## src/rtl/core/aes256_cbc_encrypt_with_mix_top_assert.svh

```systemverilog
// Assertion macros shared by the AES-256 CBC block.
`ifndef AES256_CBC_ENCRYPT_WITH_MIX_TOP_ASSERT_SVH
`define AES256_CBC_ENCRYPT_WITH_MIX_TOP_ASSERT_SVH
// Checks a condition at every clock edge outside reset.
`define ASSERT_ALWAYS(label, cond, msg) \
   label: assert property (@(posedge clock) disable iff (reset) (cond)) else $error(msg);
// Checks that a condition in one cycle implies another in the next cycle.
`define ASSERT_NEXT(label, ante, cons, msg) \
   label: assert property (@(posedge clock) disable iff (reset) (ante) |=> (cons)) \
      else $error(msg);
`endif

```

## src/rtl/core/aescbc_pkg.sv

```systemverilog
// Shared constants, types and AES functions of the AES-256 CBC block.
`timescale 1ns / 1ps
`default_nettype none
package aescbc_pkg;
   localparam int unsigned BlockWidth  = 128;
   localparam int unsigned KeyWidth    = 256;
   localparam int unsigned NumRoundKey = 15;
   localparam int unsigned LastRound   = NumRoundKey - 1;
   localparam int unsigned RoundWidth  = $clog2(NumRoundKey);
   localparam int unsigned CsrIdxWidth = 3;

   localparam logic [CsrIdxWidth-1:0] CSR_KEY_W0  = 3'd0;
   localparam logic [CsrIdxWidth-1:0] CSR_KEY_W1  = 3'd1;
   localparam logic [CsrIdxWidth-1:0] CSR_KEY_W2  = 3'd2;
   localparam logic [CsrIdxWidth-1:0] CSR_KEY_W3  = 3'd3;
   localparam logic [CsrIdxWidth-1:0] CSR_IV_LOW  = 3'd4;
   localparam logic [CsrIdxWidth-1:0] CSR_IV_HIGH = 3'd5;

   typedef logic [BlockWidth-1:0] block_type;

   typedef struct packed {
      logic busy;
   } key_status_type;

   function automatic logic [7:0] sbox(input logic [7:0] x);
      logic [7:0] tab [256];
      tab = '{
         8'h63,8'h7c,8'h77,8'h7b,8'hf2,8'h6b,8'h6f,8'hc5,8'h30,8'h01,8'h67,8'h2b,8'hfe,8'hd7,8'hab,8'h76,
         8'hca,8'h82,8'hc9,8'h7d,8'hfa,8'h59,8'h47,8'hf0,8'had,8'hd4,8'ha2,8'haf,8'h9c,8'ha4,8'h72,8'hc0,
         8'hb7,8'hfd,8'h93,8'h26,8'h36,8'h3f,8'hf7,8'hcc,8'h34,8'ha5,8'he5,8'hf1,8'h71,8'hd8,8'h31,8'h15,
         8'h04,8'hc7,8'h23,8'hc3,8'h18,8'h96,8'h05,8'h9a,8'h07,8'h12,8'h80,8'he2,8'heb,8'h27,8'hb2,8'h75,
         8'h09,8'h83,8'h2c,8'h1a,8'h1b,8'h6e,8'h5a,8'ha0,8'h52,8'h3b,8'hd6,8'hb3,8'h29,8'he3,8'h2f,8'h84,
         8'h53,8'hd1,8'h00,8'hed,8'h20,8'hfc,8'hb1,8'h5b,8'h6a,8'hcb,8'hbe,8'h39,8'h4a,8'h4c,8'h58,8'hcf,
         8'hd0,8'hef,8'haa,8'hfb,8'h43,8'h4d,8'h33,8'h85,8'h45,8'hf9,8'h02,8'h7f,8'h50,8'h3c,8'h9f,8'ha8,
         8'h51,8'ha3,8'h40,8'h8f,8'h92,8'h9d,8'h38,8'hf5,8'hbc,8'hb6,8'hda,8'h21,8'h10,8'hff,8'hf3,8'hd2,
         8'hcd,8'h0c,8'h13,8'hec,8'h5f,8'h97,8'h44,8'h17,8'hc4,8'ha7,8'h7e,8'h3d,8'h64,8'h5d,8'h19,8'h73,
         8'h60,8'h81,8'h4f,8'hdc,8'h22,8'h2a,8'h90,8'h88,8'h46,8'hee,8'hb8,8'h14,8'hde,8'h5e,8'h0b,8'hdb,
         8'he0,8'h32,8'h3a,8'h0a,8'h49,8'h06,8'h24,8'h5c,8'hc2,8'hd3,8'hac,8'h62,8'h91,8'h95,8'he4,8'h79,
         8'he7,8'hc8,8'h37,8'h6d,8'h8d,8'hd5,8'h4e,8'ha9,8'h6c,8'h56,8'hf4,8'hea,8'h65,8'h7a,8'hae,8'h08,
         8'hba,8'h78,8'h25,8'h2e,8'h1c,8'ha6,8'hb4,8'hc6,8'he8,8'hdd,8'h74,8'h1f,8'h4b,8'hbd,8'h8b,8'h8a,
         8'h70,8'h3e,8'hb5,8'h66,8'h48,8'h03,8'hf6,8'h0e,8'h61,8'h35,8'h57,8'hb9,8'h86,8'hc1,8'h1d,8'h9e,
         8'he1,8'hf8,8'h98,8'h11,8'h69,8'hd9,8'h8e,8'h94,8'h9b,8'h1e,8'h87,8'he9,8'hce,8'h55,8'h28,8'hdf,
         8'h8c,8'ha1,8'h89,8'h0d,8'hbf,8'he6,8'h42,8'h68,8'h41,8'h99,8'h2d,8'h0f,8'hb0,8'h54,8'hbb,8'h16
      };
      return tab[x];
   endfunction

   // Round constant for every eighth key word; the unused slot reads as zero.
   function automatic logic [7:0] rcon(input logic [2:0] idx);
      logic [7:0] val;
      unique case (idx)
         3'd0: val = 8'h01;
         3'd1: val = 8'h02;
         3'd2: val = 8'h04;
         3'd3: val = 8'h08;
         3'd4: val = 8'h10;
         3'd5: val = 8'h20;
         3'd6: val = 8'h40;
         default: val = 8'h00;
      endcase
      return val;
   endfunction

   function automatic logic [7:0] xtime(input logic [7:0] x);
      return {x[6:0], 1'b0} ^ (x[7] ? 8'h1b : 8'h00);
   endfunction

   // SubBytes and ShiftRows, then MixColumns unless this is the final round.
   function automatic block_type aes_round(input block_type s, input logic last);
      block_type t;
      block_type m;
      logic [7:0] a0, a1, a2, a3, all;
      for (int col = 0; col < 4; col++) begin
         for (int row = 0; row < 4; row++) begin
            t[8*(row+4*col) +: 8] = sbox(s[8*(row + 4*((col + row) % 4)) +: 8]);
         end
      end
      for (int col = 0; col < 4; col++) begin
         a0  = t[8*(4*col)   +: 8];
         a1  = t[8*(4*col+1) +: 8];
         a2  = t[8*(4*col+2) +: 8];
         a3  = t[8*(4*col+3) +: 8];
         all = a0 ^ a1 ^ a2 ^ a3;
         m[8*(4*col)   +: 8] = a0 ^ all ^ xtime(a0 ^ a1);
         m[8*(4*col+1) +: 8] = a1 ^ all ^ xtime(a1 ^ a2);
         m[8*(4*col+2) +: 8] = a2 ^ all ^ xtime(a2 ^ a3);
         m[8*(4*col+3) +: 8] = a3 ^ all ^ xtime(a3 ^ a0);
      end
      return last ? t : m;
   endfunction
endpackage
`default_nettype wire

```

## src/rtl/core/aescbc_key_mem.sv

```systemverilog
// Round key expansion sequencer and the round key memory.
`timescale 1ns / 1ps
`default_nettype none
module aescbc_key_mem
   import aescbc_pkg::*;
(
   input  wire logic                  clock,
   input  wire logic                  reset,
   input  wire logic                  start,
   input  wire logic [KeyWidth-1:0]   key,
   input  wire logic [RoundWidth-1:0] rd_addr,
   output block_type                  rd_data,
   output key_status_type             status
);
   block_type             mem [NumRoundKey];
   block_type             rd_data_ff;
   block_type             prev2_ff, prev2_in;
   block_type             prev1_ff, prev1_in;
   block_type             next_key;
   logic [RoundWidth-1:0] cnt_ff, cnt_in;
   logic                  busy_ff, busy_in;
   logic [31:0]           temp;
   logic [31:0]           last_word;

   // Round key cnt+2 from the two keys before it.
   always_comb begin
      last_word = prev1_ff[127:96];
      if (!cnt_ff[0]) begin
         temp = {sbox(last_word[7:0]), sbox(last_word[31:24]),
                 sbox(last_word[23:16]), sbox(last_word[15:8]) ^ rcon(cnt_ff[3:1])};
      end else begin
         temp = {sbox(last_word[31:24]), sbox(last_word[23:16]),
                 sbox(last_word[15:8]), sbox(last_word[7:0])};
      end
      next_key[31:0]   = prev2_ff[31:0]   ^ temp;
      next_key[63:32]  = prev2_ff[63:32]  ^ next_key[31:0];
      next_key[95:64]  = prev2_ff[95:64]  ^ next_key[63:32];
      next_key[127:96] = prev2_ff[127:96] ^ next_key[95:64];
   end

   always_comb begin
      prev2_in = prev2_ff;
      prev1_in = prev1_ff;
      cnt_in   = cnt_ff;
      busy_in  = busy_ff;
      if (start) begin
         prev2_in = key[BlockWidth-1:0];
         prev1_in = key[KeyWidth-1:BlockWidth];
         cnt_in   = '0;
         busy_in  = 1'b1;
      end else if (busy_ff) begin
         prev2_in = prev1_ff;
         prev1_in = next_key;
         cnt_in   = cnt_ff + 1'b1;
         busy_in  = (cnt_ff != RoundWidth'(LastRound));
      end
   end

   always_ff @(posedge clock) begin
      if (reset) begin
         cnt_ff   <= '0;
         busy_ff  <= 1'b1;
         prev2_ff <= '0;
         prev1_ff <= '0;
      end else begin
         cnt_ff   <= cnt_in;
         busy_ff  <= busy_in;
         prev2_ff <= prev2_in;
         prev1_ff <= prev1_in;
      end
   end

   always_ff @(posedge clock) begin
      if (busy_ff && !start && !reset) begin
         mem[cnt_ff] <= prev2_ff;
      end
      rd_data_ff <= mem[rd_addr];
   end

   assign rd_data     = rd_data_ff;
   assign status.busy = busy_ff;
endmodule
`default_nettype wire

```

## config.mk

```make
export PLATFORM = sky130hd
export DESIGN_NAME = aescbc_key_mem
export DESIGN_NICKNAME = d
export VERILOG_FILES = /design/src/rtl/core/aes256_cbc_encrypt_with_mix_top_assert.svh /design/src/rtl/core/aescbc_pkg.sv /design/src/rtl/core/aescbc_key_mem.sv
export SDC_FILE = /design/constraint.sdc
export NUM_CORES = 2
export LEC_CHECK = 0
export ABC_AREA = 0
export BUFFER_PORTS_ARGS = -buffer_cell sky130_fd_sc_hd__buf_2
export CAP_MARGIN = 5
export CORE_MARGIN = 2
export CORE_UTILIZATION = 36
export CTS_CLUSTER_DIAMETER = 100
export DETAILED_ROUTE_END_ITERATION = 8
export GPL_ROUTABILITY_DRIVEN = 0
export MAX_ROUTING_LAYER = met4
export PLACE_DENSITY_LB_ADDON = 0.1
export SLEW_MARGIN = 5
export SYNTH_ARGS = -nofsm -noshare
export SYNTH_HDL_FRONTEND = slang
export SYNTH_SLANG_ARGS = --single-unit
export TNS_END_PERCENT = 100
```

## constraint.sdc

```tcl
create_clock -name clock -period 29.7 [get_ports clock]
set_input_delay 2.97 -clock clock [delete_from_list [all_inputs] [get_ports clock]]
set_output_delay 2.97 -clock clock [all_outputs]
set_load 0.01 [all_outputs]
```

==> impl_metrics.py <==
metrics = {
    "timing": {
        "tightest_slew_ps": 1373,
        "period_needed_ps": 8770,
        "hold_viol": 0,
        "finalClockSkew_ps": 115.6,
        "timing.slew.headroom": 0.07780,
        "final-setup-viol-count": 0,
        "fin_crit_sh": 0.2953,
        "maxSlewViolCount": 0,
        "tns_ps": 0,
        "grt_setup_unrepaired": "false",
        "whs_ps": 476.4,
        "max_freq_mhz": 114.0,
    },
    "power": {
        "power.net_switching_mw": 3.630,
        "powerDensity_mw_per_mm2": 87.30,
        "p_comb_frac": 0.307,
        "p_seq_frac": 0.383,
        "internal_power_mw": 6.554,
        "leakagePower_nw": 40.23,
        "switching_share": 0.3565,
        "ir_drop_mv": 0.06164,
        "clockPowerShare": 0.310,
    },
    "finish": {
        "area_growth_pct": 13.66,
        "final_nets": 7512,
        "drive_gt1_frac": 0.2143,
        "instances_no_fill": 11170,
    },
    "worst_hold_path": {
        "holdCritStartpoint": "prev1_ff[67]$_SDFFE_PP0P_",
        "worstHoldPathType": "flip-flop to flip-flop",
    },
    "detailed_routing": {
        "drt_iter0_markers": 8182,
        "postRouteAntennaNets": 0,
        "viasPerCell": 5.903,
        "first_pass_iters": 6,
        "wl_per_cell_um": 33.05,
        "routed_wl_um": 369300,
        "drc": 0,
        "dr_total_vias": 65950,
    },
    "floorplan": {
        "die_w_um": 537.9,
        "die_h_um": 537.9,
        "start_util": 0.3608,
        "core-area_mm2": 0.2845,
        "ios": 392,
        "die_area_mm2": 0.2894,
        "fp-row-count": 196,
    },
    "grt": {
        "grt_usage": 0.2585,
        "grt_pass1_vias": 64170,
        "grt_pass1_wl_um": 513100,
        "grt_antenna_before_repair": 39,
        "gr-total-overflow": 0,
        "grt_max_degree": 149,
    },
    "yosys": {
        "ys_ff_latch": 2309,
        "yosysSeqAreaShare": 0.6376,
        "syn_area_per_cell_um2": 14.71,
        "ys.flop_type": "edfxtp_1",
        "synth_fp_nets": 7304,
        "yosys_warnings": 0,
        "synthesis.area_mm2": 0.1026,
        "synth-edff-count": 1920,
        "synthArstFlopShare": 0,
        "syn_inst": 6977,
        "yosys.cell_types.count": 108,
    },
    "cts": {
        "cts_buffer_depth": 4,
        "path_clk_slew_ps": 60,
        "cts.sinks": 2309,
        "cts_resized": 0,
        "postCtsHoldBufs": 0,
        "cts_setup_buffers": 0,
        "h-tree-depth": 4,
        "clkLatencyLatePin_ps": 940,
        "cts_made_buffers": 248,
        "cts_tree": "yes",
        "clock-root-buffer": "clkbuf_16",
    },
    "setup_path": {
        "cp-end-kind": "flip-flop",
        "critPathKind": "input port to flip-flop",
        "arrival_ps": 9300,
        "cp_max_fo": 108,
        "r2r-start": "prev1_ff[113]$_SDFFE_PP0P_",
        "timing.critical_path.from": "reset",
        "start_kind": "input port",
        "crit_required_ps": 30220,
    },
    "placement": {
        "dp_hpwl_um": 234200,
        "dp_cells": 10700,
        "io_buffer_count": 391,
    },
    "job": {
        "max_cap_viol_count": 0,
    },
    "status": {
        "status": "completed",
    },
}
## stage by stage
step / power [mW] / utilization / setup slack (ps) / instance area [µm²]
3_5_place_dp: 7.003 / 0.3808 / 20250 / 108300
3_3_place_gp: 7.014 / 0.3808 / 20430 / 108300
2_1_floorplan: 5.715 / - / 16360 / 102600
4_1_cts: 10.17 / 0.4099 / 21240 / 116600
6_report: 10.18 / 0.4101 / 20930 / 116700
5_1_grt: 10.51 / 0.4100 / 20990 / 116600
## kinds of logic after synthesis
logic type / synth area share
XOR/XNOR: 0.01601
AO/OA/AOI/OAI: 0.09299
flip-flops: 0.6376
AND/OR/NAND/NOR: 0.06778
buffers and inverters: 0.02625
adder cells (fa/ha/maj): 0.007997
multiplexers: 0.1514
## Yosys cell counts, drive strengths merged (13+ instances only)
master / n / share of area
a211oi: 86 / 0.0063
and2: 32 / 0.0020
nor3: 94 / 0.0046
o22ai: 23 / 0.0014
mux4: 541 / 0.12
mux2: 25 / 0.0028
a32oi: 34 / 0.0029
dfxtp: 389 / 0.076
nor2b: 102 / 0.0063
and3: 31 / 0.0019
or3: 30 / 0.0018
a311oi: 33 / 0.0029
clkbuf: 358 / 0.013
a31oi: 52 / 0.0033
a211o: 22 / 0.0019
o211ai: 66 / 0.0049
edfxtp: 1920 / 0.56
or2: 25 / 0.0015
xor2: 48 / 0.0042
a21o: 45 / 0.0033
o221ai: 27 / 0.0023
xnor3: 16 / 0.0035
nand3b: 17 / 0.0012
xnor2: 83 / 0.0071
o31ai: 38 / 0.0028
a2111oi: 13 / 0.0011
nand3: 92 / 0.0045
o21a: 20 / 0.0015
nor4: 19 / 0.0013
a221oi: 34 / 0.0030
o311ai: 42 / 0.0036
nand2: 357 / 0.013
inv: 45 / 0.0016
ha: 64 / 0.0078
nor2: 501 / 0.018
buf: 235 / 0.011
nand4: 29 / 0.0018
mux2i: 305 / 0.030
nor3b: 19 / 0.0014
nand2b: 92 / 0.0057
a21oi: 413 / 0.020
a311o: 20 / 0.0020
o21ai: 358 / 0.017
## registers in the layout, summed over array words and instances (netlist names)
register and flops:
mem 1920, prev1_ff 128, prev2_ff 128, rd_data 128, cnt_ff 4, status 1
## path summary, 6_finish.rpt
check                                     to  slack [ps]  cells past startpoint
setup / recovery        mem[7][35]$_DFFE_PP_       20930                      8
setup reg to reg  prev1_ff[116]$_SDFFE_PP0P_       23220                     15
hold / removal     prev1_ff[67]$_SDFFE_PP0P_         480                      2
hold reg to reg    prev1_ff[67]$_SDFFE_PP0P_         480                      2
## worst max-delay path, stage by stage
cell and delay (ps):
buf_8 160, inv_2 1020, nand2_2 920, nor2_1 990, nand2_1 390, nor2_4 810, buf_4 650, buf_4 850
## metal layers
layer,wire length [µm],global-route usage,vias to the layer above,part of all wire
met1,152900,0.3409,34250,0.41
met4,18760,0.1099,0,0.051
met5,0,-,-,0
met3,25400,0.03649,664,0.069
met2,172200,0.4005,3120,0.47
li1,-,-,27910,-
## cells in the final DEF, fill, tap and decap left out, types with 46 or more instances in the layout
cell       Yosys  layout
a211oi_1      86      86
a21oi_1      412     412
a31oi_1       51      51
buf_2        112     385
buf_4         16     151
clkbuf_1     357      52
clkbuf_16      0     250
dfxtp_1      389     372
edfxtp_1    1920    1920
ha_1          64      64
mux2i_1      304     303
mux4_2       541     541
nand2_1      357     355
nand2b_1      91      91
nand3_1       92      92
nor2_1       499     486
nor2b_1      101     101
nor3_1        93      89
o211ai_1      65      65
o21ai_0      341     341
xnor2_1       83      83
xor2_1        46      46
## layout make-up
class	count	area, µm²
Antenna cell	20	50.05
Clock buffer	319	6685
Clock inverter	137	1580
Fill cell	26090	167800
Inverter	53	203.9
Multi-Input combinational cell	4022	34630
Sequential cell	2309	65480
Tap cell	3762	4707
Timing Repair Buffer	551	3316
## power groups by stage
stage               Combinational [mW]  Sequential [mW]  Clock, mW
detailed placement                3.04             3.97          0
finish                            3.12             3.90       3.16
global route                      3.25             3.92       3.34
global placement                  3.05             3.96          0
CTS                               3.05             3.90       3.23
floorplan                         1.88             3.84          0
Power figures use the tool's default switching activity.
